## src/design/sgrq_pkg.sv

```systemverilog
// ----------------------------------------------------------------------------
// sgrq_pkg
// shared types and constants of the sequence gap request queue
// ----------------------------------------------------------------------------
package sgrq_pkg;

  localparam int QUEUE_DEPTH = 64;
  localparam int PTR_W       = $clog2(QUEUE_DEPTH);
  localparam int SEQ_W       = 64;
  localparam int OUT_CNT_W   = 6;

  typedef struct packed {
    logic             mode;
    logic [SEQ_W-1:0] seq_value;
  } in_item_t;

  typedef struct packed {
    logic                 gap_found;
    logic [OUT_CNT_W-1:0] pushed_count;
    logic                 dropped;
    logic                 popped_valid;
    logic [SEQ_W-1:0]     popped_seq;
    logic [OUT_CNT_W-1:0] queue_level;
  } out_item_t;

  // controller to datapath
  typedef struct packed {
    logic load;
    logic eval;
    logic push;
    logic out_load;
  } ctrl_cmd_t;

  // datapath to controller
  typedef struct packed {
    logic more;
    logic cnt_last;
  } dp_status_t;

endpackage

```

## src/design/sgrq_ctrl.sv

```systemverilog
// ----------------------------------------------------------------------------
// sgrq_ctrl
// controller: sequences evaluate, push burst and result hand-off
// ----------------------------------------------------------------------------
module sgrq_ctrl (
  input  logic                 clk,
  input  logic                 rst_n,
  input  logic                 in_valid,
  output logic                 in_ready,
  output logic                 out_valid,
  input  logic                 out_ready,
  input  sgrq_pkg::dp_status_t status,
  output sgrq_pkg::ctrl_cmd_t  cmd
);

  typedef enum logic [1:0] {
    S_IDLE,
    S_EVAL,
    S_PUSH,
    S_OUT
  } state_t;

  state_t state_r, state_nxt;
  logic   out_valid_r, out_valid_nxt;
  logic   slot_free;
  logic   accept;

  assign slot_free = !out_valid_r || out_ready;
  assign in_ready  = (state_r == S_IDLE) || ((state_r == S_OUT) && slot_free);
  assign accept    = in_valid && in_ready;

  assign cmd.load     = accept;
  assign cmd.eval     = (state_r == S_EVAL);
  assign cmd.push     = (state_r == S_PUSH);
  assign cmd.out_load = (state_r == S_OUT) && slot_free;

  always_comb begin
    state_nxt     = state_r;
    out_valid_nxt = out_valid_r;
    if (out_valid_r && out_ready) begin
      out_valid_nxt = 1'b0;
    end
    unique case (state_r)
      S_IDLE: begin
        if (accept) begin
          state_nxt = S_EVAL;
        end
      end
      S_EVAL: begin
        state_nxt = status.more ? S_PUSH : S_OUT;
      end
      S_PUSH: begin
        if (status.cnt_last) begin
          state_nxt = S_OUT;
        end
      end
      S_OUT: begin
        if (slot_free) begin
          out_valid_nxt = 1'b1;
          state_nxt     = accept ? S_EVAL : S_IDLE;
        end
      end
      default: state_nxt = S_IDLE;
    endcase
  end

  always_ff @(posedge clk) begin
    if (!rst_n) begin
      state_r     <= S_IDLE;
      out_valid_r <= 1'b0;
    end else begin
      state_r     <= state_nxt;
      out_valid_r <= out_valid_nxt;
    end
  end

  assign out_valid = out_valid_r;

endmodule
```

## config.mk

```make
export PLATFORM = sky130hd
export DESIGN_NAME = sgrq_ctrl
export DESIGN_NICKNAME = d
export VERILOG_FILES = /design/src/design/sgrq_pkg.sv /design/src/design/sgrq_ctrl.sv
export SDC_FILE = /design/constraint.sdc
export NUM_CORES = 1
export LEC_CHECK = 0
export ABC_AREA = 1
export BUFFER_PORTS_ARGS = -buffer_cell sky130_fd_sc_hd__buf_4
export CAP_MARGIN = 40
export CORE_AREA = 8 8 45 47
export DETAILED_ROUTE_END_ITERATION = 7
export DIE_AREA = 0 0 53 55
export HOLD_SLACK_MARGIN = 0.08
export PLACE_DENSITY = 0.48
export SETUP_SLACK_MARGIN = 0.02
export SYNTH_ARGS = -nofsm -noshare
export SYNTH_HDL_FRONTEND = slang
export SYNTH_SLANG_ARGS = --single-unit
```

## constraint.sdc

```tcl
create_clock -name clk -period 2.85 [get_ports clk]
set_clock_uncertainty 0.05 [all_clocks]
set_input_delay 0.855 -clock clk [delete_from_list [all_inputs] [get_ports clk]]
set_output_delay 0.855 -clock clk [all_outputs]
set_load 0.01 [all_outputs]
```

After elaboration in Yosys (flattened, before gate mapping)
Index checks and enable logic that the tools add are counted.
W data, S select, Z words.
Storage, ports and cells
  word-level logic and storage cells: 25
  flip-flop bits (word level): 3
  output and inout bits: 6
  bits of input ports: 6
Cells by class
  reduce and logical (&&, ||, !) cells: 8
  multiplexer cells: 9
  equal/unequal tests: 6
Operator list (number)
  $pmux W2 S4: 1
  $mux W2: 3
  $ne A2 B2 Y1 const B: 3
  $mux W1: 5
  $eq A2 B2 Y1 const B: 2
  $logic_and A1 B1 Y1: 3
  $reduce_and A3 Y1: 1
  $eq A2 B1 Y1 const B: 1
  $logic_not A2 Y1: 1
  $logic_or A1 B1 Y1: 2
  $logic_not A1 Y1: 1

Logic depth before layout (Yosys ltp)
  depth after elaboration: 8
  mapped depth: 7
  depth with buffers taken out: 7

Worst setup path before layout
OpenSTA, ideal clock, no wires.
  path kind: input-to-output
  start: input port out_ready
  end: output port cmd[3] in the netlist's numbering
  arrival time: 1.258 ns
  stages on the path: 5
  buffers on the path: 1
  data required time: 1.945 ns
  slack: 0.687 ns
  path through: inv_1 > nand2_1 > nand2_2 > a21oi_1 > buf_4
On the way
  cells in the longest elaborated chain, start to end: 4
Ends and longest elaborated chain
  start, declared: RTL line sgrq_ctrl.sv:11  | input logic out_ready,
  $logic_or A1 B1 Y1: RTL line sgrq_ctrl.sv:28  | assign slot_free = !out_valid_r || out_ready;
  $logic_and A1 B1 Y1: RTL line sgrq_ctrl.sv:29  | assign in_ready = (state_r == S_IDLE) || ((state_r == S_OUT) && slot_free);
  $logic_or A1 B1 Y1: RTL line sgrq_ctrl.sv:29
  $logic_and A1 B1 Y1: RTL line sgrq_ctrl.sv:30  | assign accept = in_valid && in_ready;
  end, declared: RTL line sgrq_ctrl.sv:13  | output sgrq_pkg::ctrl_cmd_t cmd
No other way between the ends.

==> impl_metrics.prom <==
# TYPE chip_impl_metric gauge
chip_impl_metric{name="pin_count_of_the_biggest_net_entering_global_routing",unit=""} 5
chip_impl_info{name="cp_cell_sequence",value="buf_4 -> inv_1 -> nand2_1 -> nand2_2 -> a21oi_1 -> buf_4"} 1
chip_impl_metric{name="global_route.overflow_total",unit=""} 0
chip_impl_metric{name="timing.max_cap.violations",unit=""} 0
chip_impl_metric{name="timing.critical_path.fanout_max",unit=""} 3
chip_impl_metric{name="grt_pass1_vias",unit=""} 253
chip_impl_info{name="end_kind",value="output port"} 1
chip_impl_metric{name="critPathRequiredTime",unit="ns"} 1.95
chip_impl_info{name="rsz0062_at_grt",value="no"} 1
chip_impl_metric{name="synth_cell_type_count",unit=""} 14
chip_impl_metric{name="cts-htree-levels",unit=""} 1
chip_impl_metric{name="route.final.wire_length",unit="microns"} 596
chip_impl_metric{name="tightest_slew",unit="ns"} 0.1679
chip_impl_metric{name="ys_seq_elements",unit=""} 3
chip_impl_metric{name="gr-usage-all-layers",unit="%"} 5.349
chip_impl_info{name="critical_path.startpoint_type",value="primary input"} 1
chip_impl_metric{name="initial_utilization",unit="%"} 19.44
chip_impl_metric{name="mappedNetlistNets",unit=""} 49
chip_impl_metric{name="hold_slack",unit="ns"} 0.4795
chip_impl_metric{name="postRouteAntennaNets",unit=""} 0
chip_impl_info{name="hold_path.class",value="flop to flop"} 1
chip_impl_metric{name="drt_iter0_drc",unit=""} 1
chip_impl_metric{name="flow.area_growth_from_synthesis",unit="%"} 45.12
chip_impl_metric{name="number_of_slew_limit_violations_in_the_final_report",unit=""} 0
chip_impl_metric{name="design.die.area",unit="sq um"} 2915
chip_impl_metric{name="layout.cells.non_filler",unit=""} 68
chip_impl_metric{name="leakage",unit="uW"} 0.0002173
chip_impl_metric{name="fillers",unit=""} 163
chip_impl_metric{name="routed_wire_length_per_instance",unit="microns"} 8.765
chip_impl_metric{name="die_h",unit="microns"} 55
chip_impl_metric{name="proportion_of_layout_cells_with_a_drive_suffix_above_1",unit="%"} 38.46
chip_impl_metric{name="firstDrtPassIters",unit=""} 3
chip_impl_metric{name="max_freq",unit="MHz"} 438.7
chip_impl_metric{name="numCtsBuffers",unit=""} 3
chip_impl_metric{name="final_min_period_over_clock_period",unit="%"} 79.99
chip_impl_metric{name="min_path_cells",unit=""} 2
chip_impl_metric{name="post-route-min-period",unit="ns"} 2.280
chip_impl_metric{name="layout.nets",unit=""} 64
chip_impl_metric{name="place.detailed.instances",unit=""} 64
chip_impl_metric{name="clk_latency",unit="ns"} 0.24
chip_impl_metric{name="detail_route.vias_per_cell",unit=""} 3.676
chip_impl_metric{name="drc",unit=""} 0
chip_impl_metric{name="netlist_instances",unit=""} 38
chip_impl_info{name="crit_path_top_delay_cell",value="sky130_fd_sc_hd__a21oi_1"} 1
chip_impl_metric{name="powerDensity",unit="nW/um^2"} 1028
chip_impl_metric{name="mean_area_per_synthesized_cell",unit="sq um"} 7.079
chip_impl_info{name="cts_tree",value="yes"} 1
chip_impl_metric{name="cts-hold-fix-buffers",unit=""} 0
chip_impl_info{name="ctsRootBufferMaster",value="sky130_fd_sc_hd__clkbuf_4"} 1
chip_impl_metric{name="synth_sequential_area_ratio",unit="%"} 22.33
chip_impl_metric{name="fin_setup_tns",unit="ns"} 0
chip_impl_metric{name="reg2regPathDepth",unit=""} 7
chip_impl_metric{name="postCtsSetupBuffers",unit=""} 0
chip_impl_metric{name="worst_slew_margin_rel",unit="%"} 88.81
chip_impl_metric{name="route.vias.total",unit=""} 250
chip_impl_metric{name="power.ir.vdd_worst",unit="uV"} 252.1
chip_impl_metric{name="syn-cell-area",unit="sq um"} 269.0
chip_impl_metric{name="gpl.final_weighted_congestion",unit=""} 0.7034
chip_impl_metric{name="i_o_pins",unit=""} 12
chip_impl_metric{name="cts_sinks",unit=""} 3
chip_impl_metric{name="synthesis_warning_total",unit=""} 0
chip_impl_info{name="run_status",value="finished clean"} 1
chip_impl_metric{name="setup_violations",unit=""} 0
chip_impl_info{name="cell_seen_most_often_among_critical_path_stages",value="sky130_fd_sc_hd__buf_4"} 1
chip_impl_metric{name="fp-row-count",unit=""} 14
chip_impl_info{name="crit_type",value="primary input to output port"} 1
chip_impl_metric{name="path_clk_slew",unit="ns"} 0.04
chip_impl_metric{name="dieWidth",unit="microns"} 53
chip_impl_metric{name="worstPathArrival",unit="ns"} 1.37
chip_impl_metric{name="antenna_cells",unit=""} 0
chip_impl_metric{name="worst_path_largest_cell_delay",unit="ns"} 0.13
chip_impl_metric{name="ctsResizeCount",unit=""} 0
chip_impl_metric{name="clk_path_buf_depth",unit=""} 2
chip_impl_metric{name="post-dp-hpwl",unit="microns"} 490.8
chip_impl_metric{name="io_buffer_count",unit=""} 11
chip_impl_metric{name="grt_pass1_wl",unit="microns"} 1090
chip_impl_metric{name="final_hold_fails",unit=""} 0
chip_impl_metric{name="grt_antenna_before_repair",unit=""} 0
chip_impl_metric{name="core_ar",unit="sq um"} 1384
-- through the flow --
step           util (%)  instance area [sq um]  setup slack (ns)  total power (uW)
2_1_floorplan         -                  269.0            0.6875             250.2
3_3_place_gp      26.31                  364.1            0.5626             328.7
3_5_place_dp      26.31                  364.1            0.5707             328.5
4_1_cts           28.21                  390.4            0.5682             410.6
5_1_grt           28.21                  390.4            0.5143             451.8
6_report          28.21                  390.4            0.5704             401.1
-- synth_stat cells, drive strengths merged --
| library cell | number | share of area (%) |
|---|---|---|
| dfxtp | 3 | 22 |
| nor2 | 4 | 6.5 |
| nand3 | 3 | 7.4 |
| buf | 1 | 2.8 |
| nand2 | 9 | 15 |
| ha | 5 | 23 |
| a21boi | 1 | 2.8 |
| inv | 9 | 13 |
| a21oi | 2 | 5.1 |
| o21ai | 1 | 1.9 |
-- cell type report --
| cell class | count | area [sq um] | area share, % |
|---|---|---|---|
| clock buffers | 4 | 26.28 | 6.731 |
| inverters | 9 | 33.78 | 8.654 |
| multi-input cells | 25 | 167.7 | 42.95 |
| flip-flops and latches | 3 | 60.06 | 15.38 |
| well taps | 16 | 20.02 | 5.128 |
| repair buffers | 11 | 82.58 | 21.15 |
-- worst paths after layout --
kind	endpoint	slack [ns]	from
worst max-delay path	cmd[3]	0.57	out_ready
worst min-delay path	out_valid$_SDFF_PN0_	0.48	out_valid$_SDFF_PN0_
worst max register to register	state_r[0]$_SDFFE_PN0P_	1.60	state_r[0]$_SDFFE_PN0P_
worst min register to register	out_valid$_SDFF_PN0_	0.48	out_valid$_SDFF_PN0_
-- layer usage --
metal	global-route usage, %	vias up	wire, microns
met5	0	-	0
met3	5.615	0	91
li1	-	139	-
met1	4.848	102	246
met2	7.617	9	258
met4	2.586	0	0
-- cells by family (layout without fill, tap and decap cells) --
family / Yosys count / count (layout) / share of synthesized area (%)
DFF: 3 / 3 / 22.33
buffers and inverters: 10 / 24 / 15.35
AOI/OAI and AO/OA: 4 / 4 / 9.766
and+or+nand+nor: 16 / 16 / 29.30
adders and majority gates: 5 / 5 / 23.26
-- placed cells by master, fill, tap and decap left out --
cell type / instances
sky130_fd_sc_hd__buf_4: 11
sky130_fd_sc_hd__inv_1: 9
sky130_fd_sc_hd__nand2_1: 6
sky130_fd_sc_hd__ha_1: 5
sky130_fd_sc_hd__nand2_2: 3
sky130_fd_sc_hd__nor2_1: 3
sky130_fd_sc_hd__clkbuf_4: 3
sky130_fd_sc_hd__dfxtp_1: 3
sky130_fd_sc_hd__nand3_1: 2
sky130_fd_sc_hd__a21oi_1: 1
sky130_fd_sc_hd__o21ai_1: 1
sky130_fd_sc_hd__nand3_2: 1
sky130_fd_sc_hd__nor2_2: 1
sky130_fd_sc_hd__a21oi_2: 1
sky130_fd_sc_hd__a21boi_0: 1
sky130_fd_sc_hd__clkbuf_1: 1
-- where the power goes --
group / internal [uW] / switching, uW
registers: 59.5 / 13.9
logic: 115 / 135
clock network: 52.7 / 25.1
-- worst max-delay path, delay by kind of cell --
kind	cells	cell delay, ns
buffers and inverters	3	0.24
AO/OA/AOI/OAI	1	0.13
AND/OR/NAND/NOR	2	0.15
-- sequential cells by signal, indices dropped and copies added, names as in the netlist --
register,cells
out_valid,1
state_r,2
Note: power is estimated with default switching activity, not from simulation.
